$ cat src/tape_machine_instruction_executor_defines.svh
// ----------------------------------------------------------------------------
// Tape machine instruction executor: assertion macros
// Shared assertion forms; empty when SYNTHESIS is defined.
// ----------------------------------------------------------------------------
`ifndef TAPE_MACHINE_INSTRUCTION_EXECUTOR_DEFINES_SVH
`define TAPE_MACHINE_INSTRUCTION_EXECUTOR_DEFINES_SVH

`ifndef SYNTHESIS

// Condition that must hold at every edge out of reset
`define TMIE_ASSERT(name, cond, msg) \
    name: assert property (@(posedge clk) disable iff (!rst_n) (cond)) else $error(msg);

// Same-cycle implication
`define TMIE_ASSERT_IMP(name, ante, cons, msg) \
    name: assert property (@(posedge clk) disable iff (!rst_n) (ante) |-> (cons)) \
        else $error(msg);

// Next-cycle implication
`define TMIE_ASSERT_NEXT(name, ante, cons, msg) \
    name: assert property (@(posedge clk) disable iff (!rst_n) (ante) |=> (cons)) \
        else $error(msg);

`else

`define TMIE_ASSERT(name, cond, msg)
`define TMIE_ASSERT_IMP(name, ante, cons, msg)
`define TMIE_ASSERT_NEXT(name, ante, cons, msg)

`endif

`endif

$ cat src/tmie_pkg.sv
// ----------------------------------------------------------------------------
// tmie_pkg
// Sizes, instruction and status codes, and inter-stage types of the
// tape machine instruction executor.
// ----------------------------------------------------------------------------
package tmie_pkg;

    localparam int TAPE_CELLS     = 4096;
    localparam int PROGRAM_TOKENS = 1024;

    localparam int KIND_W    = 4;
    localparam int COUNT_W   = 8;
    localparam int JUMP_W    = 10;
    localparam int BYTE_W    = 8;
    localparam int NEXT_PC_W = 11;
    localparam int STATUS_W  = 3;

    localparam int TAPE_AW = $clog2(TAPE_CELLS);
    localparam int PC_W    = $clog2(PROGRAM_TOKENS + 1);
    // room for pc + 1 and target + 1 without overflow
    localparam int CAND_W  = ((PC_W > JUMP_W) ? PC_W : JUMP_W) + 1;
    // room for pointer + count
    localparam int SUM_W   = ((TAPE_AW > COUNT_W) ? TAPE_AW : COUNT_W) + 1;

    typedef enum logic [KIND_W-1:0] {
        KIND_LOOP_OPEN  = 4'd0,
        KIND_LOOP_CLOSE = 4'd1,
        KIND_PTR_LEFT   = 4'd2,
        KIND_PTR_RIGHT  = 4'd3,
        KIND_CELL_ADD   = 4'd4,
        KIND_CELL_SUB   = 4'd5,
        KIND_OUTPUT     = 4'd6,
        KIND_INPUT      = 4'd7,
        KIND_END        = 4'd8,
        KIND_ERROR      = 4'd9
    } kind_t;

    typedef enum logic [STATUS_W-1:0] {
        ST_RUNNING   = 3'd0,
        ST_ENDED     = 3'd1,
        ST_UNDERFLOW = 3'd2,
        ST_PAST_TAPE = 3'd3,
        ST_ERROR     = 3'd4
    } status_t;

    // Instruction waiting in the execute stage, with its cell address
    typedef struct packed {
        logic               valid;
        logic [KIND_W-1:0]  kind;
        logic [COUNT_W-1:0] count;
        logic [JUMP_W-1:0]  target;
        logic [BYTE_W-1:0]  byte_in;
        logic [TAPE_AW-1:0] addr;
        logic               under;
        logic               over;
        logic               fwd_hit;
        logic [BYTE_W-1:0]  fwd_data;
    } ex_item_t;

    typedef struct packed {
        logic               en;
        logic [TAPE_AW-1:0] addr;
        logic [BYTE_W-1:0]  data;
    } tape_wr_t;

endpackage

$ cat src/tmie_issue.sv
// ----------------------------------------------------------------------------
// tmie_issue
// Input side: tape clearing sweep after reset, data pointer, tape read issue
// and the execute-stage holding register with write forwarding.
// ----------------------------------------------------------------------------
`include "tape_machine_instruction_executor_defines.svh"

module tmie_issue (
    input  logic                           clk,
    input  logic                           rst_n,
    input  logic                           in_valid,
    output logic                           in_stall,
    input  logic [tmie_pkg::KIND_W-1:0]    kind,
    input  logic [tmie_pkg::COUNT_W-1:0]   repeat_count,
    input  logic [tmie_pkg::JUMP_W-1:0]    jump_target,
    input  logic [tmie_pkg::BYTE_W-1:0]    input_byte,
    input  logic                           ex_take,
    input  tmie_pkg::tape_wr_t             commit_wr,
    output tmie_pkg::ex_item_t             ex_item,
    output logic                           rd_en,
    output logic [tmie_pkg::TAPE_AW-1:0]   rd_addr,
    output tmie_pkg::tape_wr_t             ram_wr
);
    import tmie_pkg::*;

    logic               clr_active_reg;
    logic               clr_active_next;
    logic [TAPE_AW-1:0] clr_addr_reg;
    logic [TAPE_AW-1:0] clr_addr_next;
    logic [TAPE_AW-1:0] dp_reg;
    logic [TAPE_AW-1:0] dp_next;
    ex_item_t           ex_reg;
    ex_item_t           ex_next;

    logic               accept;
    logic [SUM_W-1:0]   dp_ext;
    logic [SUM_W-1:0]   cnt_ext;
    logic [SUM_W-1:0]   dp_sum;
    logic               under;
    logic               over;

    assign in_stall = clr_active_reg || (ex_reg.valid && !ex_take);
    assign accept   = in_valid && !in_stall;

    assign dp_ext  = SUM_W'(dp_reg);
    assign cnt_ext = SUM_W'(repeat_count);
    assign dp_sum  = dp_ext + cnt_ext;
    assign under   = (kind == KIND_PTR_LEFT) && (cnt_ext > dp_ext);
    assign over    = (kind == KIND_PTR_RIGHT) && (dp_sum >= SUM_W'(TAPE_CELLS));

    // Pointer moves settle here so the next item reads the right cell.
    // After a fault the block halts and the pointer no longer matters.
    always_comb
    begin
        dp_next = dp_reg;
        if (accept)
        begin
            unique case (kind)
                KIND_PTR_LEFT:
                begin
                    dp_next = under ? '0 : TAPE_AW'(dp_ext - cnt_ext);
                end
                KIND_PTR_RIGHT:
                begin
                    dp_next = over ? dp_reg : TAPE_AW'(dp_sum);
                end
                default:
                begin
                    dp_next = dp_reg;
                end
            endcase
        end
    end

    always_comb
    begin
        clr_active_next = clr_active_reg;
        clr_addr_next   = clr_addr_reg;
        if (clr_active_reg)
        begin
            clr_addr_next = clr_addr_reg + 1'b1;
            if (clr_addr_reg == TAPE_AW'(TAPE_CELLS - 1))
            begin
                clr_active_next = 1'b0;
            end
        end
    end

    always_comb
    begin
        ex_next = ex_reg;
        if (accept)
        begin
            ex_next.valid   = 1'b1;
            ex_next.kind    = kind;
            ex_next.count   = repeat_count;
            ex_next.target  = jump_target;
            ex_next.byte_in = input_byte;
            ex_next.addr    = dp_reg;
            ex_next.under   = under;
            ex_next.over    = over;
            // the RAM returns old data when the write lands on the same edge
            ex_next.fwd_hit  = commit_wr.en && (commit_wr.addr == dp_reg);
            ex_next.fwd_data = commit_wr.data;
        end
        else if (ex_take)
        begin
            ex_next.valid   = 1'b0;
            ex_next.fwd_hit = 1'b0;
        end
    end

    always_ff @(posedge clk or negedge rst_n)
    begin
        if (!rst_n)
        begin
            clr_active_reg <= 1'b1;
            clr_addr_reg   <= '0;
            dp_reg         <= '0;
            ex_reg         <= '0;
        end
        else
        begin
            clr_active_reg <= clr_active_next;
            clr_addr_reg   <= clr_addr_next;
            dp_reg         <= dp_next;
            ex_reg         <= ex_next;
        end
    end

    assign rd_en   = accept;
    assign rd_addr = dp_reg;
    assign ex_item = ex_reg;

    always_comb
    begin
        if (clr_active_reg)
        begin
            ram_wr.en   = 1'b1;
            ram_wr.addr = clr_addr_reg;
            ram_wr.data = '0;
        end
        else
        begin
            ram_wr = commit_wr;
        end
    end

    `TMIE_ASSERT_IMP(a_clear_blocks_input, clr_active_reg, in_stall, "item taken during tape clear")
    `TMIE_ASSERT_IMP(a_fwd_needs_item, ex_reg.fwd_hit, ex_reg.valid, "forward flag without an item")
    `TMIE_ASSERT_NEXT(a_held_item_stays, ex_reg.valid && !ex_take,
        ex_reg.valid && $stable(ex_reg.addr) && $stable(ex_reg.kind), "held item changed")

endmodule

$ cat config.mk
export PLATFORM = sky130hd
export DESIGN_NAME = tmie_issue
export DESIGN_NICKNAME = d
export VERILOG_FILES = /design/src/tmie_pkg.sv /design/src/tmie_issue.sv
export VERILOG_INCLUDE_DIRS = /design/src /design/src/src
export SDC_FILE = /design/constraint.sdc
export NUM_CORES = 1
export LEC_CHECK = 0
export BUFFER_PORTS_ARGS = -buffer_cell sky130_fd_sc_hd__buf_4
export CORE_MARGIN = 2
export CORE_UTILIZATION = 30
export DETAILED_ROUTE_END_ITERATION = 6
export PLACE_DENSITY = 0.6
export SLEW_MARGIN = 25
export SYNTH_ARGS = -nofsm -noshare
export SYNTH_HDL_FRONTEND = slang
export SYNTH_SLANG_ARGS = --single-unit
$ cat constraint.sdc
create_clock -name clk -period 7 [get_ports clk]
set_clock_uncertainty 0.2 [all_clocks]
set_input_delay 1.4 -clock clk [delete_from_list [all_inputs] [get_ports clk]]
set_output_delay 1.4 -clock clk [all_outputs]
set_load 0.02 [all_outputs]
==> metrics.md, run 1 <==
| Metric | Value |
|---|---|
| Yosys top cell area share | a little over two fifths |
| Top FF cell, synth | dfrtp_1 |
| Detailed Route WL | between 10000 and 15000 µm |
| Initial Util | a little under a third |
| Crit Path Max Fanout | 22 |
| Post-synth top area cell | dfrtp_1 |
| Relative slew slack | approximately 46% |
| Crit path arrival time | 2.90 ns |
| Largest net degree at the start of global routing | 80 |
| Worst Tran Pin Value | around 0.81 ns |
| Type of the tightest min-delay check | reg2reg |
| Number of flops mapped to enable cells by yosys | 0 |
| Synth warn | 0 |
| GR Util All Layers | ~16% |
| CTS tree | built |
| Diode count | 0 |
| Vias in the first global route | roughly 3.9k |
| Mapped cell area | 4440 µm² |
| Pins Over Slew Limit | 0 |
| Max stage delay cell, worst path | clkinv_1 |
| Post-cts resize count | 0 |
| Critical Path, Cell by Cell | buf_4, nand2b_1, nand3_2, clkinv_1, buf_4, buf_4 |
| Worst Setup End Kind | output pin |
| Syn nets | ~560 |
| GRT met2 Usage | between 20% and 30% |
| Multi-input gate area | between 2000 and 2500 µm² |
| Dpl hpwl | 9680 µm |
| Max-capacitance violation count | 0 |
| Core area | 14500 µm² |
| VDD IR-drop max | 0.123 mV |
| Required time of the critical path | around 5.4 ns |
| Die width | approximately 130 µm |
| Top post-synthesis cells by area | dfrtp_1 44%, nand2_1 12%, ha_1 4.8% |
| Row count | 44 |
| Async SR Flop Fraction | between 90% and 100% |
| Avg Inst Size Synth | between 9 and 10 µm² |
| Hold-fix buffers, CTS | 0 |
| Synth Instances | a little under 500 |
| # fillers | between 1k and 1.5k |
| CP startpoint kind | input port |
| Num CTS Buffers | 9 |
| Via Count | between 3k and 4k |
| Pre-Repair DR Iteration Count | 4 |
| Post-CTS Setup Bufs | 0 |
| Most used cell, CP | buf_4 |
| Number of I/O port buffers | ~140 |
| Routed len/inst | about 16 µm |
| Number of buffers on the longest clock path | 2 |
| Fin crit share | 64.3% |
| I/O Pins | approximately 140 |
| Register area share after synthesis | between 40% and 50% |
| Final setup vio count | 0 |
| Sequential Area | between 1500 and 2000 µm² |
| Placed cell area | 5630 µm² |
| Unique masters post-synth | between 60 and 70 |
| Global routing usage on met3 | 2.97% |
| P&R area growth vs syn | 33.1% |
| Nets | just under 700 |
| Vias/cell | between 4 and 5 |
| Clock sink count | 79 |
| Fin area | 5900 µm² |
| GR Layer Usage met1 | between 20% and 30% |
| WHS Path Cells | 2 |
| Power Density | roughly 330 nW/µm² |
| Die height | between 100 and 150 µm |
| Total power | 1.94 mW |
| Most frequent cells in the layout | 144 x nand2_1, 144 x buf_4, 78 x dfrtp_1, 23 x nor2_1, 20 x xnor2_1 |
| Setup TNS | 0 ns |
| CP max stage delay | 0.48 ns |
| RSZ-0062 raised after global routing | no |
| R2R depth | 9 |
| Clk_lat worst skew | 0.33 ns |
| Gpl congestion | between 0.8 and 0.9 |
| Share of cells above drive strength 1 | between 30% and 40% |
| Fin crit period | 4.50 ns |
| Global-route wire length before repair | ~21000 µm |
| Die ar. | approximately 16000 µm² |
| H-tree levels | 3 |
| GR Overflow Total | 0 |
| CP Class | in2out |
| Status | finished, final reports clean |
| Leak | ~2.9 nW |
| Final ANT Viol Nets | 0 |
| Worst-path clk slew | roughly 0.060 ns |
| Final hold violations | 0 |
| Yosys reg bits | between 70 and 80 |
| Initial antenna violation count | 0 |
| Drt first-iter violations | 246 |
| Final Util | approximately two fifths |
| Post-route DRC | 0 |
| Root buf cell | clkbuf_16 |
| GRT Max-Usage Layer | met2 |
| Non-Filler Instances | 804 |
| Max reg flops | 54 |
| Cells after DPL | 789 |
| Fmax | 0.222 GHz |
-- area by class of cell --
type                            instances  share of cell area [%]
Multi-Input combinational cell        361                    38.2
Sequential cell                        79                    33.5
Timing Repair Buffer                  145                    18.5
Clock buffer                           10                    4.05
Tap cell                              184                    3.90
Inverter                               20                    1.27
Clock inverter                          5                   0.572
-- Yosys cell counts (all sizes together), types with 2 or more instances --
master   count
mux2        13
nor3b        2
clkbuf      12
nor2b       13
ha          17
a31oi        4
or3          2
a221oi       3
nand2      145
o21a         2
nand2b       4
a21oi       15
buf         13
xnor2       20
nand3b       2
o31ai        5
a2bb2oi      2
or2          2
a21o         3
nand4       11
dfrtp       78
nor2        23
nand3        5
nor3         5
fa           2
nor4         4
o21ai       20
and3         2
xor2        14
a22oi        4
a21boi       3
inv         19
-- critical path: cells and delay by family --
kind | cells | cell delay, ns
buffers and inverters | 4 | 1.22
and+or+nand+nor | 2 | 0.27
-- kinds of logic (layout without fill, tap and decap cells) --
| logic type | after synthesis | in the layout | share of synthesized area [%] |
|---|---|---|---|
| and+or+nand+nor | 222 | 222 | 22.6 |
| DFF | 79 | 79 | 44.6 |
| AOI/OAI and AO/OA | 72 | 72 | 12.3 |
| buffers and inverters | 45 | 180 | 4.57 |
| xor gates and xnor gates | 34 | 34 | 6.71 |
| adders and majority gates | 19 | 19 | 5.70 |
| muxes | 14 | 14 | 3.53 |
-- path summary, 6_finish.rpt --
kind,from,end,slack (ns)
min in group asynchronous,rst_n,ex_item[10]$_DFFE_PN0P_,0.88
worst max-delay path,ex_take,rd_en,2.50
worst min register to register,ex_item[0]$_DFFE_PN0P_,ex_item[0]$_DFFE_PN0P_,0.27
worst max register to register,rd_addr[0]$_DFFE_PN0P_,rd_addr[10]$_DFFE_PN0P_,3.87
max in group asynchronous,rst_n,clr_addr_reg[1]$_DFFE_PN0P_,5.16
worst min-delay path,ex_item[0]$_DFFE_PN0P_,ex_item[0]$_DFFE_PN0P_,0.27
-- through the flow --
stage | hold WS [ns] | setup slack [ns]
floorplan | 0.258 | 3.26
global placement | 0.262 | 2.53
detailed placement | 0.263 | 2.49
CTS | 0.279 | 2.49
global route | 0.302 | 2.37
finish | 0.275 | 2.50
-- power by group --
part | total [mW] | switching (mW) | internal (mW)
logic | 0.851 | 0.483 | 0.368
registers | 0.657 | 0.118 | 0.539
clock network | 0.434 | 0.187 | 0.248
total | 1.94 | 0.787 | 1.15
-- layer usage --
layer | vias up | part of all wire [%]
met5 | - | 0
met4 | 0 | 1.4
met3 | 11 | 5.6
met2 | 121 | 49
met1 | 1900 | 44
li1 | 1884 | -
(Power assumes the default switching activity.)
==> run 2: changes to the inputs <==
Settings changed: PLACE_DENSITY 0.6 to 0.62.
Clock period 7 ns to 4.1 ns, I/O delays scaled along.
==> metrics.md, run 2 (same netlist as run 1, synthesis figures left out) <==
| Metric | Value |
|---|---|
| Setup TNS | 0 ns |
| Most frequent cells in the layout | 146 x buf_4, 144 x nand2_1, 78 x dfrtp_1, 23 x nor2_1, 20 x xnor2_1 |
| Status | finished, final reports clean |
| Number of buffers on the longest clock path | 2 |
| GR Overflow Total | 0 |
| Vias/cell | 4.80 |
| Final hold violations | 0 |
| Non-Filler Instances | roughly 810 |
| CP startpoint kind | flip-flop |
| Final Util | about two fifths |
| P&R area growth vs syn | 34.7% |
| CP Class | reg2out |
| CTS tree | built |
| Fmax | 0.314 GHz |
| Gpl congestion | 0.881 |
| Share of cells above drive strength 1 | 32.1% |
| Clock power share | 25.5% |
| Initial Util | a little under a third |
| Via Count | between 3k and 4k |
| Total power | around 3.5 mW |
| Fin crit share | roughly 78% |
| Internal power | 2.10 mW |
| Number of I/O port buffers | roughly 140 |
| Global-route wire length before repair | roughly 20000 µm |
| Relative slew slack | between 50% and 60% |
| Post-cts resize count | 0 |
| Die height | between 100 and 150 µm |
| Worst-path clk slew | about 0.060 ns |
| Row count | 44 |
| Hold-fix buffers, CTS | 0 |
| Worst Tran Pin Value | ~0.74 ns |
| Sw Share | about 40% |
| Post-route DRC | 0 |
| Pre-Repair DR Iteration Count | 4 |
| Clk_lat worst skew | around 0.34 ns |
| Power Density | approximately 580 nW/µm² |
| NetSw | between 1 and 1.5 mW |
| Num CTS Buffers | 9 |
| Nets | ~700 |
| Final setup vio count | 0 |
| Dpl hpwl | about 9600 µm |
| Drt first-iter violations | between 300 and 400 |
| Fin crit period | 3.19 ns |
| Min Hold Slack | between 0.2 and 0.3 ns |
| Worst Setup End Kind | output pin |
| Vias in the first global route | 3880 |
| Die width | between 100 and 150 µm |
| Type of the tightest min-delay check | reg2reg |
| Required time of the critical path | between 3 and 4 ns |
| RSZ-0062 raised after global routing | no |
| Clock sink count | 79 |
| Final ANT Viol Nets | 0 |
| Detailed Route WL | 12800 µm |
| H-tree levels | 3 |
| Cells after DPL | approximately 790 |
| Reg power frac | about a third |
| Post-CTS Setup Bufs | 0 |
| Max reg flops | 54 |
| Core area | 14500 µm² |
| Diode count | 0 |
| Commonest non-fill, non-tap cell in the layout | buf_4 |
| Routed len/inst | roughly 16 µm |
| Initial antenna violation count | 0 |
| I/O Pins | ~140 |
| Max-capacitance violation count | 0 |
| Die ar. | ~16000 µm² |
| Leak | 2.96 nW |
| Root buf cell | clkbuf_16 |
| Crit path arrival time | around 2.2 ns |
| VDD IR-drop max | between 0.2 and 0.25 mV |
| Comb pwr share | 42.0% |
| Crit Path Max Fanout | 27 |
| Largest net degree at the start of global routing | 80 |
| GR Util All Layers | between 15 and 20% |
| Pins Over Slew Limit | 0 |
## run 2: changes by cell type in the layout (fill, tap and decap cells not counted), sizes merged
cell      change
clkinvlp      -2
bufinv        +2
clkinv        +1
buf           +2
## run 2: through the flow
stage,worst slack [ns],instance area (µm²)
floorplan,1.21,4440
global placement,0.897,5640
detailed placement,0.805,5640
CTS,0.816,5970
global route,0.746,5980
finish,0.911,5980
## run 2: path summary, 6_finish.rpt
| kind | start | end | slack (ns) | cells past startpoint |
|---|---|---|---|---|
| min in group asynchronous | rst_n | ex_item[48]$_DFFE_PN0P_ | 0.31 | 1 |
| hold reg to reg | ex_item[23]$_DFFE_PN0P_ | ex_item[23]$_DFFE_PN0P_ | 0.27 | 2 |
| setup reg to reg | rd_addr[0]$_DFFE_PN0P_ | rd_addr[10]$_DFFE_PN0P_ | 1.29 | 10 |
| hold / removal | ex_item[23]$_DFFE_PN0P_ | ex_item[23]$_DFFE_PN0P_ | 0.27 | 2 |
| setup / recovery | clr_active_reg$_DFF_PN1_ | rd_en | 0.91 | 5 |
| max in group asynchronous | rst_n | ex_item[9]$_DFFE_PN0P_ | 2.87 | 1 |
## run 2: area by class of cell
type | instances | area, µm²
inverter | 20 | 75.1
clock inverter | 6 | 91.3
fill | 1442 | 8500
sequential | 79 | 1980
multi-input combinational | 361 | 2260
clock buffer | 10 | 239
timing repair buffer | 147 | 1110
tap | 184 | 230
## run 2: layer usage
metal	up-vias	part of all wire, %	global-route usage [%]
met5	-	0	0
met4	0	2.2	7.06
met3	19	5.1	2.97
met2	116	48	26.0
met1	1855	45	21.8
li1	1883	-	-
## run 2: worst max-delay path, stage by stage (launching register included)
cell and delay, ns:
dfstp_2 0.88, inv_2 0.12, nand3_2 0.10, clkinv_1 0.23, buf_4 0.31, buf_4 0.18
## run 2: power groups by stage
stage | Combinational [mW] | Clock, mW | Sequential (mW)
after floorplan | 0.823 | 0 | 1.23
final | 1.46 | 0.885 | 1.13
after global routing | 1.59 | 0.940 | 1.15
after detailed placement | 1.46 | 0 | 1.14
after CTS | 1.47 | 0.907 | 1.13
after global placement | 1.44 | 0 | 1.14
