<file path="src/tape_machine_instruction_executor_defines.svh">
// ----------------------------------------------------------------------------
// Tape machine instruction executor: assertion macros
// Shared assertion forms; empty when SYNTHESIS is defined.
// ----------------------------------------------------------------------------
`ifndef TAPE_MACHINE_INSTRUCTION_EXECUTOR_DEFINES_SVH
`define TAPE_MACHINE_INSTRUCTION_EXECUTOR_DEFINES_SVH

`ifndef SYNTHESIS

// Condition that must hold at every edge out of reset
`define TMIE_ASSERT(name, cond, msg) \
    name: assert property (@(posedge clk) disable iff (!rst_n) (cond)) else $error(msg);

// Same-cycle implication
`define TMIE_ASSERT_IMP(name, ante, cons, msg) \
    name: assert property (@(posedge clk) disable iff (!rst_n) (ante) |-> (cons)) \
        else $error(msg);

// Next-cycle implication
`define TMIE_ASSERT_NEXT(name, ante, cons, msg) \
    name: assert property (@(posedge clk) disable iff (!rst_n) (ante) |=> (cons)) \
        else $error(msg);

`else

`define TMIE_ASSERT(name, cond, msg)
`define TMIE_ASSERT_IMP(name, ante, cons, msg)
`define TMIE_ASSERT_NEXT(name, ante, cons, msg)

`endif

`endif

</file>
<file path="src/tmie_pkg.sv">
// ----------------------------------------------------------------------------
// tmie_pkg
// Sizes, instruction and status codes, and inter-stage types of the
// tape machine instruction executor.
// ----------------------------------------------------------------------------
package tmie_pkg;

    localparam int TAPE_CELLS     = 4096;
    localparam int PROGRAM_TOKENS = 1024;

    localparam int KIND_W    = 4;
    localparam int COUNT_W   = 8;
    localparam int JUMP_W    = 10;
    localparam int BYTE_W    = 8;
    localparam int NEXT_PC_W = 11;
    localparam int STATUS_W  = 3;

    localparam int TAPE_AW = $clog2(TAPE_CELLS);
    localparam int PC_W    = $clog2(PROGRAM_TOKENS + 1);
    // room for pc + 1 and target + 1 without overflow
    localparam int CAND_W  = ((PC_W > JUMP_W) ? PC_W : JUMP_W) + 1;
    // room for pointer + count
    localparam int SUM_W   = ((TAPE_AW > COUNT_W) ? TAPE_AW : COUNT_W) + 1;

    typedef enum logic [KIND_W-1:0] {
        KIND_LOOP_OPEN  = 4'd0,
        KIND_LOOP_CLOSE = 4'd1,
        KIND_PTR_LEFT   = 4'd2,
        KIND_PTR_RIGHT  = 4'd3,
        KIND_CELL_ADD   = 4'd4,
        KIND_CELL_SUB   = 4'd5,
        KIND_OUTPUT     = 4'd6,
        KIND_INPUT      = 4'd7,
        KIND_END        = 4'd8,
        KIND_ERROR      = 4'd9
    } kind_t;

    typedef enum logic [STATUS_W-1:0] {
        ST_RUNNING   = 3'd0,
        ST_ENDED     = 3'd1,
        ST_UNDERFLOW = 3'd2,
        ST_PAST_TAPE = 3'd3,
        ST_ERROR     = 3'd4
    } status_t;

    // Instruction waiting in the execute stage, with its cell address
    typedef struct packed {
        logic               valid;
        logic [KIND_W-1:0]  kind;
        logic [COUNT_W-1:0] count;
        logic [JUMP_W-1:0]  target;
        logic [BYTE_W-1:0]  byte_in;
        logic [TAPE_AW-1:0] addr;
        logic               under;
        logic               over;
        logic               fwd_hit;
        logic [BYTE_W-1:0]  fwd_data;
    } ex_item_t;

    typedef struct packed {
        logic               en;
        logic [TAPE_AW-1:0] addr;
        logic [BYTE_W-1:0]  data;
    } tape_wr_t;

endpackage

</file>
<file path="src/tmie_commit.sv">
// ----------------------------------------------------------------------------
// tmie_commit
// Execute stage: reads the current cell, applies the instruction, keeps the
// program counter and halt flag, writes the tape and loads the result register.
// ----------------------------------------------------------------------------
`include "tape_machine_instruction_executor_defines.svh"

module tmie_commit (
    input  logic                            clk,
    input  logic                            rst_n,
    input  tmie_pkg::ex_item_t              ex_item,
    input  logic [tmie_pkg::BYTE_W-1:0]     rd_data,
    output logic                            ex_take,
    output tmie_pkg::tape_wr_t              commit_wr,
    output logic                            rslt_valid,
    input  logic                            rslt_stall,
    output logic [tmie_pkg::NEXT_PC_W-1:0]  next_pc,
    output logic                            out_valid,
    output logic [tmie_pkg::BYTE_W-1:0]     out_byte,
    output logic [tmie_pkg::STATUS_W-1:0]   status
);
    import tmie_pkg::*;

    logic [PC_W-1:0]      pc_reg;
    logic [PC_W-1:0]      pc_next;
    logic                 halted_reg;
    logic                 halted_next;
    logic                 rslt_valid_reg;
    logic                 rslt_valid_next;
    logic [NEXT_PC_W-1:0] next_pc_reg;
    logic                 out_valid_reg;
    logic [BYTE_W-1:0]    out_byte_reg;
    status_t              status_reg;

    logic                 fire;
    logic [BYTE_W-1:0]    cur_cell;
    logic [CAND_W-1:0]    seq_pc;
    logic [CAND_W-1:0]    jmp_pc;
    logic [CAND_W-1:0]    cand;
    logic                 jump;
    logic                 pc_adv;
    logic                 halt_set;
    logic                 wr_en;
    logic [BYTE_W-1:0]    wr_data;
    logic [PC_W-1:0]      res_pc;
    logic                 res_ov;
    logic [BYTE_W-1:0]    res_ob;
    status_t              res_st;

    assign ex_take  = !rslt_valid_reg || !rslt_stall;
    assign fire     = ex_item.valid && ex_take;
    assign cur_cell = ex_item.fwd_hit ? ex_item.fwd_data : rd_data;
    assign seq_pc   = CAND_W'(pc_reg) + 1'b1;
    assign jmp_pc   = CAND_W'(ex_item.target) + 1'b1;

    always_comb
    begin
        jump     = 1'b0;
        pc_adv   = 1'b0;
        halt_set = 1'b0;
        wr_en    = 1'b0;
        wr_data  = cur_cell;
        cand     = seq_pc;
        res_pc   = pc_reg;
        res_ov   = 1'b0;
        res_ob   = '0;
        res_st   = ST_RUNNING;
        if (halted_reg)
        begin
            res_st = ST_ENDED;
        end
        else
        begin
            unique case (ex_item.kind)
                KIND_LOOP_OPEN:
                begin
                    jump   = (cur_cell == '0);
                    pc_adv = 1'b1;
                end
                KIND_LOOP_CLOSE:
                begin
                    jump   = (cur_cell != '0);
                    pc_adv = 1'b1;
                end
                KIND_PTR_LEFT:
                begin
                    halt_set = ex_item.under;
                    pc_adv   = !ex_item.under;
                    res_st   = ex_item.under ? ST_UNDERFLOW : ST_RUNNING;
                end
                KIND_PTR_RIGHT:
                begin
                    halt_set = ex_item.over;
                    pc_adv   = !ex_item.over;
                    res_st   = ex_item.over ? ST_PAST_TAPE : ST_RUNNING;
                end
                KIND_CELL_ADD:
                begin
                    wr_en   = 1'b1;
                    wr_data = cur_cell + ex_item.count;
                    pc_adv  = 1'b1;
                end
                KIND_CELL_SUB:
                begin
                    wr_en   = 1'b1;
                    wr_data = cur_cell - ex_item.count;
                    pc_adv  = 1'b1;
                end
                KIND_OUTPUT:
                begin
                    res_ov = 1'b1;
                    res_ob = cur_cell;
                    pc_adv = 1'b1;
                end
                KIND_INPUT:
                begin
                    wr_en   = 1'b1;
                    wr_data = ex_item.byte_in;
                    pc_adv  = 1'b1;
                end
                KIND_END:
                begin
                    halt_set = 1'b1;
                    res_st   = ST_ENDED;
                end
                default:
                begin
                    halt_set = 1'b1;
                    res_st   = ST_ERROR;
                end
            endcase

            if (pc_adv)
            begin
                cand = jump ? jmp_pc : seq_pc;
                // running off the program saturates and ends it
                if (cand >= CAND_W'(PROGRAM_TOKENS))
                begin
                    res_pc   = PC_W'(PROGRAM_TOKENS);
                    halt_set = 1'b1;
                    res_st   = ST_ENDED;
                end
                else
                begin
                    res_pc = PC_W'(cand);
                end
            end
        end
    end

    assign commit_wr.en   = fire && wr_en;
    assign commit_wr.addr = ex_item.addr;
    assign commit_wr.data = wr_data;

    assign pc_next         = (fire && pc_adv) ? res_pc : pc_reg;
    assign halted_next     = halted_reg || (fire && halt_set);
    assign rslt_valid_next = fire || (rslt_valid_reg && rslt_stall);

    always_ff @(posedge clk or negedge rst_n)
    begin
        if (!rst_n)
        begin
            pc_reg         <= '0;
            halted_reg     <= 1'b0;
            rslt_valid_reg <= 1'b0;
        end
        else
        begin
            pc_reg         <= pc_next;
            halted_reg     <= halted_next;
            rslt_valid_reg <= rslt_valid_next;
        end
    end

    // Result payload: load on transfer into the register, hold otherwise
    always_ff @(posedge clk)
    begin
        if (fire)
        begin
            next_pc_reg   <= NEXT_PC_W'(res_pc);
            out_valid_reg <= res_ov;
            out_byte_reg  <= res_ob;
            status_reg    <= res_st;
        end
    end

    assign rslt_valid = rslt_valid_reg;
    assign next_pc    = next_pc_reg;
    assign out_valid  = out_valid_reg;
    assign out_byte   = out_byte_reg;
    assign status     = status_reg;

    `TMIE_ASSERT_NEXT(a_halt_sticks, halted_reg, halted_reg, "halt cleared without reset")
    `TMIE_ASSERT_IMP(a_no_write_halted, commit_wr.en, !halted_reg && ex_item.valid,
        "tape written while halted or idle")
    `TMIE_ASSERT_IMP(a_pc_in_program, !halted_reg, pc_reg < PC_W'(PROGRAM_TOKENS),
        "running with pc past the program")
    `TMIE_ASSERT_IMP(a_byte_status, rslt_valid_reg && out_valid_reg,
        status_reg == ST_RUNNING || status_reg == ST_ENDED, "output byte with a fault status")

endmodule

</file>
<file path="config.mk">
export PLATFORM = sky130hd
export DESIGN_NAME = tmie_commit
export DESIGN_NICKNAME = d
export VERILOG_FILES = /design/src/tmie_pkg.sv /design/src/tmie_commit.sv
export VERILOG_INCLUDE_DIRS = /design/src /design/src/src
export SDC_FILE = /design/constraint.sdc
export NUM_CORES = 1
export LEC_CHECK = 0
export ABC_CLOCK_PERIOD_IN_PS = 6500
export BUFFER_PORTS_ARGS = -buffer_cell sky130_fd_sc_hd__buf_2
export CORE_ASPECT_RATIO = 1.2
export CORE_UTILIZATION = 40
export CTS_CLUSTER_DIAMETER = 100
export CTS_CLUSTER_SIZE = 14
export DETAILED_ROUTE_END_ITERATION = 10
export PLACE_DENSITY = 0.67
export SLEW_MARGIN = 20
export SYNTH_ARGS = -nofsm -noshare
export SYNTH_HDL_FRONTEND = slang
export SYNTH_SLANG_ARGS = --single-unit
</file>
<file path="constraint.sdc">
create_clock -name clk -period 6.5 [get_ports clk]
set_input_delay 0.325 -clock clk [delete_from_list [all_inputs] [get_ports clk]]
set_output_delay 0.325 -clock clk [all_outputs]
set_load 0.005 [all_outputs]
</file>
==> qor.yml, run 1 <==
synth:
  synth_cell_type_count: 56
  syn_avg_cell_area_sq_um: 8.65
  ys_ff_latch: 36
  ys_seq_area_share_pct: 35.0
  yosys-top-cells-area: "edfxtp_1, dfrtp_1, mux2i_1"
  yosys_warnings: 0
  synth_cells: 335
  ys.flop_type: "edfxtp_1"
  synth_nets: 411
  yosysTopAreaCell: "edfxtp_1"
  synth_edf_count: 23
  async_flop_share_pct: 36.1
  synth_top_cell_area_share_pct: 23.8
  netlist_area_sq_um: 2900
sta:
  period_share_pct: 56.8
  max_slew_margin_pct: 37.2
  skew_ps: 6.18
  finalHoldViolCount: 0
  setup_violations: 0
  rsz0062_at_grt: "no"
  finalCriticalPeriod_ps: 3690
  timing.final.ws_setup_ps: 2810
  maxSlewViolCount: 0
  worst_slew_pin_slew_ps: 941
  timing.fmax_ghz: 0.271
  finalSetupTns_ps: 0
critical_path:
  ff2ff_setup_slack_ps: 2970
  cpMaxStageDelayCell: "nor3b_1"
  crit_path_frequent_cell: "buf_2"
  r2r_cells: 6
  cp-start-kind: "primary input"
  worstPathMaxFanout: 9
  reg2reg_from: "pc_reg[3]"
  cp.required_ps: 6170
  crit_arrival_ps: 3370
  r2r-end: "next_pc[4]"
  path_class: "primary input to output port"
  critPathMaxStageDelay_ps: 680
  cp_cell_sequence: "buf_2, nand2b_1, nor3b_1, mux2_2, inv_1, ha_1, nor2b_1, o21ai_0, a21oi_1, o41a_1, xnor2_1, o31ai_1, buf_2"
  crit_path_end_kind: "output port"
clocking:
  cts_buffer_depth: 2
  tritoncts: "built"
  clock_sinks: 36
  path_clk_slew_ps: 70
  worstSkewPairLatency_ps: 290
  cts_resized: 0
  ctsRootBufferMaster: "clkbuf_8"
  numCtsBuffers: 5
  htree_levels: 2
outcome:
  status: "complete, no violations"
grt:
  grt_pass1_wl_um: 11800
  grt_pass1_vias: 2628
  antenna_found_initial: 0
  grt_max_degree: 26
  grt_use_total_pct: 19.8
  overflow: 0
cells_and_area:
  area_growth_pct: 17.7
  n_fill_cell: 693
  drive_gt1_share_pct: 24.8
  layout_commonest_cell: "buf_2"
  final_cell_mix: "buf_2, nand2_1, nor2_1"
  seq_area_sq_um: 1020
  n_antenna_cell: 0
  stdcell_count: 491
  multi_input_area_sq_um: 1660
  finalNetCount: 479
die:
  die_area_sq_um: 7590
  rows: 33
  die_w_um: 79.7
  core_sq_um: 6940
  die_h_um: 95.3
  pin_count: 111
  initial_core_util_pct: 41.8
routing:
  vias: 2716
  ant_nets: 0
  drt_wl_total_um: 7110
  drc: 0
  dr.pass1.iters: 4
  post_drt_wl_per_cell_um: 14.5
  drtIter0Drc: 173
  avgViaCountPerCell: 5.53
placed_design:
  dp_hpwl_um: 5580
  dp_slack_ps: 2810
  dpl.cell_count: 482
  gp_congestion: 0.882
  port_buffers: 86
flow_run:
  drv_cap: 0
hold_path:
  hold_class: "primary input to flip-flop"
  min_to: "rslt_valid"
  hold_path_depth: 2
  hp-start: "ex_item[53]"
pwr:
  pwr_density_cell_nw_per_um2: 219
  p_leak_nw: 1.48
  irDropWorstVdd_v: 0.000103
==> per-stage QoR <==
| step | cell area (sq um) | hold slack, ps | power [mW] | utilization [%] |
|---|---|---|---|---|
| after floorplan | 2900 | 29.4 | 0.480 | - |
| after global placement | 3290 | 249 | 0.552 | 47.4 |
| after detailed placement | 3290 | 250 | 0.555 | 47.4 |
| after CTS | 3410 | 244 | 0.752 | 49.2 |
| after global routing | 3410 | 247 | 0.797 | 49.2 |
| final | 3410 | 243 | 0.747 | 49.2 |
==> Yosys cell counts (9+ instances only) <==
cell and n:
a21oi_1 16, nand2_1 36, xnor2_1 12, mux2i_1 14
edfxtp_1 23, nor3_1 9, buf_4 13, dfrtp_1 13
o21ai_0 20, inv_1 20, nor2_1 29, clkbuf_1 11
ha_1 10
==> cell type report <==
type,instances,share of cell area [%]
Clock buffer,5,2.02
Clock inverter,3,1.25
Inverter,20,2.20
Multi-Input combinational cell,253,48.6
Sequential cell,36,29.8
Tap cell,87,3.19
Timing Repair Buffer,87,12.9
==> timing repair <==
| item | CTS | global route |
|---|---|---|
| hold endpoints to repair | 13 | 0 |
| hold buffers | 1 | 0 |
| buffers inserted | 0 | 0 |
==> how the worst max path moves through the flow <==
stage	from	endpoint	slack [ps]
after floorplan	ex_item[52]	commit_wr[7]	3230
after global placement	ex_item[52]	commit_wr[7]	2800
after detailed placement	ex_item[52]	commit_wr[7]	2810
after CTS	ex_item[52]	commit_wr[7]	2800
after global routing	ex_item[52]	commit_wr[7]	2580
final	ex_item[52]	commit_wr[7]	2810
==> critical path, delay by kind of cell <==
family,cells,cell delay (ps)
buffers and inverters,3,360
AO/OA/AOI/OAI,4,890
adder cells (fa/ha/maj),1,210
AND/OR/NAND/NOR,3,1010
XOR/XNOR,1,130
multiplexers,1,440
==> routing by layer <==
layer  wire (um)  part of all wire (%)  vias to the layer above  global-route usage [%]
li1            -                     -                     1363                       -
met1        2980                    42                     1256                    23.3
met2        3680                    52                       87                    36.3
met3         349                   4.9                       10                    3.16
met4          97                   1.4                        0                    6.06
met5           0                     0                        -                       0
==> kinds of logic after synthesis <==
family                   count (synthesis)  synth area share [%]
XOR/XNOR                                18                  5.44
adder cells (fa/ha/maj)                 11                  5.01
flip-flops                              36                  35.0
AND/OR/NAND/NOR                        118                  19.9
buffers and inverters                   46                  7.73
AO/OA/AOI/OAI                           89                  20.9
multiplexers                            17                  6.00
==> power by group <==
group	internal [mW]	leakage, nW	total (mW)	switching, mW
Clock	0.113	0.0541	0.194	0.0808
Sequential	0.284	0.372	0.312	0.0287
Combinational	0.103	1.05	0.240	0.137
Total	0.500	1.48	0.747	0.247
(Power assumes the default switching activity.)
==> run 2: changes to the inputs <==
- ABC_CLOCK_PERIOD_IN_PS: 6500 -> 3010
- PLACE_DENSITY: 0.67 -> 0.7
- clock period: 6.5 -> 3.01 ns (I/O delays scaled with it)
==> run 2 against run 1 <==
Effect of this change: global-route usage rose by 1.0 points; worst setup slack got worse by 2600 ps; total power rose by 110%; sequential share of layout area fell by 0.82 points; utilization rose by 1.4 points; largest cell class unchanged; final cell count rose by 3.1%; sequential power rose by 120%; first-iteration DRC count fell by 8.7%; non-clock buffer count rose by 15; worst hold slack got worse by 180 ps; combinational power rose by 120%.
==> qor.yml, run 2 (synthesis results as in run 1) <==
critical_path:
  worstPathMaxFanout: 5
  crit_path_end_kind: "output port"
  cp.required_ps: 2860
  crit_arrival_ps: 2640
  cp-start-kind: "primary input"
  path_class: "primary input to output port"
routing:
  drt_wl_total_um: 7380
  vias: 2763
  drtIter0Drc: 158
  dr.pass1.iters: 4
  drc: 0
  ant_nets: 0
  avgViaCountPerCell: 5.46
  post_drt_wl_per_cell_um: 14.6
grt:
  overflow: 0
  grt_pass1_vias: 2618
  grt_max_degree: 25
  antenna_found_initial: 0
  grt_pass1_wl_um: 12300
  grt_use_total_pct: 20.8
sta:
  rsz0062_at_grt: "no"
  finalHoldViolCount: 0
  setup_violations: 0
  finalSetupTns_ps: 0
  timing.fmax_ghz: 0.358
  period_share_pct: 92.7
  hold_ws_ps: 62.8
  skew_ps: 4.59
  max_slew_margin_pct: 50.5
  worst_slew_pin_slew_ps: 737
  finalCriticalPeriod_ps: 2790
  maxSlewViolCount: 0
die:
  rows: 33
  die_w_um: 79.7
  pin_count: 111
  initial_core_util_pct: 41.8
  die_area_sq_um: 7590
  core_sq_um: 6940
  die_h_um: 95.3
cells_and_area:
  drive_gt1_share_pct: 27.2
  layout_commonest_cell: "buf_2"
  final_cell_mix: "buf_2, nand2_1, nor2_1"
  n_antenna_cell: 0
  finalNetCount: 494
  area_growth_pct: 21.0
outcome:
  status: "complete, no violations"
placed_design:
  dp_hpwl_um: 5850
  gp_congestion: 0.872
  port_buffers: 86
clocking:
  numCtsBuffers: 5
  tritoncts: "built"
  cts_buffer_depth: 2
  ctsRootBufferMaster: "clkbuf_8"
  htree_levels: 2
  clock_sinks: 36
  worstSkewPairLatency_ps: 290
  path_clk_slew_ps: 70
pwr:
  pwr_density_cell_nw_per_um2: 445
  irDropWorstVdd_v: 0.000198
  p_leak_nw: 1.55
flow_run:
  drv_cap: 0
hold_path:
  hold_class: "primary input to flip-flop"
run 2: cell types whose count changed in the layout (fill, tap and decap cells not counted):
cell / change
clkbuf_8: +1
o21ai_1: +1
clkbuf_1: +2
nor3b_1: -1
clkinvlp_4: -1
buf_4: +15
bufinv_16: -1
o21ai_0: -1
clkinv_2: -1
nor3b_2: +1
run 2: repair_timing:
| action | in CTS | in global routing |
|---|---|---|
| endpoints found under the setup margin | 0 | 1 |
| hold buffers | 1 | 0 |
| gates resized for setup | 0 | 2 |
| buffers inserted | 0 | 3 |
| endpoints found under the hold margin | 13 | 0 |
run 2: area by class of cell:
| class | instances | area (sq um) |
|---|---|---|
| Tap cell | 87 | 109 |
| Sequential cell | 36 | 1020 |
| Inverter | 20 | 75.1 |
| Clock buffer | 8 | 90.1 |
| Fill cell | 677 | 3430 |
| Multi-Input combinational cell | 253 | 1660 |
| Timing Repair Buffer | 102 | 553 |
run 2: worst paths after layout:
| check | slack, ps | end | start | depth (start not counted) |
|---|---|---|---|---|
| min in group asynchronous | 280 | pc_reg[6] | rst_n | 2 |
| hold reg to reg | 520 | rslt_valid | rslt_valid | 2 |
| setup reg to reg | 470 | next_pc[6] | pc_reg[0] | 8 |
| max in group asynchronous | 2480 | pc_reg[1] | rst_n | 2 |
| setup / recovery | 220 | commit_wr[7] | ex_item[52] | 14 |
| hold / removal | 60 | rslt_valid | ex_item[53] | 2 |
run 2: layer usage:
metal / up-vias / share of wire (%) / GRT usage, %
li1: 1386 / - / -
met1: 1275 / 44 / 25.5
met2: 88 / 51 / 36.7
met3: 14 / 3.9 / 2.97
met4: 0 / 1.6 / 7.27
met5: - / 0 / 0
run 2: power breakdown:
group          internal, mW  switching (mW)  total, mW
registers             0.612          0.0604      0.673
logic                 0.232           0.302      0.535
clock network         0.187           0.165      0.352
run 2: critical path, cell delays in order:
cell      delay, ps
buf_2           100
nand2b_1        160
nor3b_2         190
buf_4           170
mux2_2          370
inv_1            60
ha_1            210
nor2b_1         130
o21ai_1         160
a21oi_1         130
o41a_1          330
xnor2_1         130
o31ai_1         190
buf_2           150
run 2: per-stage QoR:
step	area [sq um]	power (mW)	std cells	worst slack [ps]	utilization, %
4_1_cts	3480	1.57	503	114	50.2
5_1_grt	3510	1.67	506	7.27	50.6
3_3_place_gp	3380	1.20	494	180	48.7
6_report	3510	1.56	506	219	50.6
3_5_place_dp	3380	1.21	494	140	48.7
2_1_floorplan	2900	1.04	335	91.3	-
==> run 3: changes to the inputs <==
- ABC_CLOCK_PERIOD_IN_PS: 3010 -> 2420
- BUFFER_PORTS_ARGS: -buffer_cell sky130_fd_sc_hd__buf_2 -> -buffer_cell sky130_fd_sc_hd__clkbuf_2
- clock period: 3.01 -> 2.42 ns (I/O delays scaled with it)
==> run 3 against run 2 <==
Effect of this change: worst setup slack worse by 380 ps; utilization rose by 4.6 points; highest routed layer unchanged; the run now ends with setup timing left; combinational power grew 44%; global-route usage is 0.64 points higher; clock skew up 2.3 ps; die area unchanged; first-iteration DRC count fell by 16%; total power rose by 37%; final area is 9.2% higher; critical path type unchanged; sequential share of layout area fell by 2.4 points; routed wire length increased by 5.7%; register-to-register slack worse by 300 ps.
==> qor.yml, run 3 (synthesis results as in run 1) <==
clocking:
  tritoncts: "built"
  clock_sinks: 36
  worstSkewPairLatency_ps: 290
  path_clk_slew_ps: 70
  htree_levels: 2
  cts_buffer_depth: 2
  ctsRootBufferMaster: "clkbuf_8"
  numCtsBuffers: 5
sta:
  setup_violations: 3
  timing.final.ws_setup_ps: -160
  skew_ps: 6.93
  period_share_pct: 107
  worst_slew_pin_slew_ps: 752
  max_slew_margin_pct: 49.5
  finalCriticalPeriod_ps: 2580
  maxSlewViolCount: 0
  rsz0062_at_grt: "yes"
  finalHoldViolCount: 0
  timing.fmax_ghz: 0.388
cells_and_area:
  finalNetCount: 521
  final_cell_mix: "clkbuf_2, buf_4, nand2_1"
  n_fill_cell: 653
  layout_commonest_cell: "clkbuf_2"
  area_growth_pct: 32.1
  fin_util_pct: 55.2
  drive_gt1_share_pct: 35.0
  n_antenna_cell: 0
outcome:
  status: "complete, but fails checks"
  violations: "setup timing"
critical_path:
  path_class: "primary input to output port"
  crit_path_end_kind: "output port"
  critPathMaxStageDelay_ps: 460
  crit_end: "commit_wr[6]"
  worstPathMaxFanout: 3
  cpMaxStageDelayCell: "fa_1"
  r2r-end: "next_pc[4]"
  reg2reg_from: "pc_reg[0]"
  cp.required_ps: 2300
  ff2ff_setup_slack_ps: 170
  cp-start-kind: "primary input"
  critPathLaunch: "ex_item[52]"
  crit_arrival_ps: 2460
  cp_cell_sequence: "buf_6, nand2b_4, nor3b_4, mux2_4, fa_1, nor2b_4, o21ai_2, nand2b_1, a211oi_1, a211o_1, o22a_1, clkbuf_2"
  r2r_cells: 7
die:
  die_w_um: 79.7
  die_area_sq_um: 7590
  die_h_um: 95.3
  initial_core_util_pct: 41.8
  pin_count: 111
  core_sq_um: 6940
  rows: 33
grt:
  grt_pass1_vias: 2767
  antenna_found_initial: 0
  overflow: 0
  grt_max_degree: 25
  grt_use_total_pct: 21.4
  grt_pass1_wl_um: 12600
hold_path:
  hold_class: "primary input to flip-flop"
routing:
  post_drt_wl_per_cell_um: 14.6
  ant_nets: 0
  dr.pass1.iters: 4
  avgViaCountPerCell: 5.50
  drtIter0Drc: 133
  drt_wl_total_um: 7800
  vias: 2930
  drc: 0
pwr:
  swShare_pct: 33.1
  seqPwrFrac_pct: 39.4
  p_int_mw: 1.43
  irDropWorstVdd_v: 0.000254
  combPwrFrac_pct: 36.2
  p_leak_nw: 1.75
  clockPowerShare_pct: 24.4
  switchingPower_uw: 705
  pwr_density_cell_nw_per_um2: 557
placed_design:
  port_buffers: 86
  gp_congestion: 0.871
  dp_hpwl_um: 6210
  dp_slack_ps: -202
flow_run:
  drv_cap: 0
-- run 3: worst min-delay path by stage --
stage / from / endpoint / slack [ps] / cells past startpoint
floorplan: rst_n / halted_reg / -170 / 0
global placement: rst_n / pc_reg[8] / 60 / 1
detailed placement: rst_n / pc_reg[8] / 60 / 1
CTS: ex_item[53] / rslt_valid / 30 / 2
global route: ex_item[53] / rslt_valid / 40 / 2
finish: ex_item[53] / rslt_valid / 30 / 2
-- run 3: repair_timing --
| action | in CTS | in global routing |
|---|---|---|
| pin swaps | 6 | 12 |
| setup endpoints to repair | 5 | 7 |
| gates cloned | 0 | 0 |
| endpoints found under the hold margin | 13 | 0 |
| setup buffers | 2 | 0 |
| gates resized for setup | 7 | 13 |
| hold buffers | 1 | 0 |
-- run 3: critical path: cells and delay by family --
| family | cells | cell delay, ps |
|---|---|---|
| fa+ha+maj | 1 | 460 |
| mux | 1 | 350 |
| buf+inv | 2 | 200 |
| simple gates | 4 | 720 |
| compound gates | 4 | 610 |
-- run 3: metal layers --
metal	wire length, um	part of all wire, %	GRT usage (%)	vias to the layer above
met5	0	0	0	-
met4	210	2.7	9.39	0
met3	406	5.2	2.78	21
met2	4020	52	38.3	100
met1	3160	41	25.4	1359
li1	-	-	-	1450
-- run 3: area by class of cell --
class	count	area, sq um	share of cell area (%)
flip-flops and latches	36	1020	26.5
multi-input cells	253	1750	45.6
well taps	87	109	2.84
clock buffers	6	72.6	1.90
clock inverters	2	35.0	0.915
inverters	20	75.1	1.96
repair buffers	129	774	20.2
-- run 3: power by group through the flow --
stage	clock, mW	combinational, mW	sequential (mW)
after global routing	0.553	0.863	0.850
after floorplan	0	0.464	0.832
final	0.520	0.771	0.840
after CTS	0.524	0.756	0.840
after global placement	0	0.714	0.851
after detailed placement	0	0.733	0.852
-- run 3: metrics by stage --
step                      cell area, sq um  instances  TNS (ps)  hold slack, ps  total power, mW
final                                 3830        533      -413            33.4             2.13
after global routing                  3830        533      -878            38.5             2.27
after CTS                             3790        533      -392            34.5             2.12
after detailed placement              3630        522      -611            56.5             1.58
after global placement                3630        522      -311            61.6             1.56
after floorplan                       2930        335     -79.3            -175             1.30
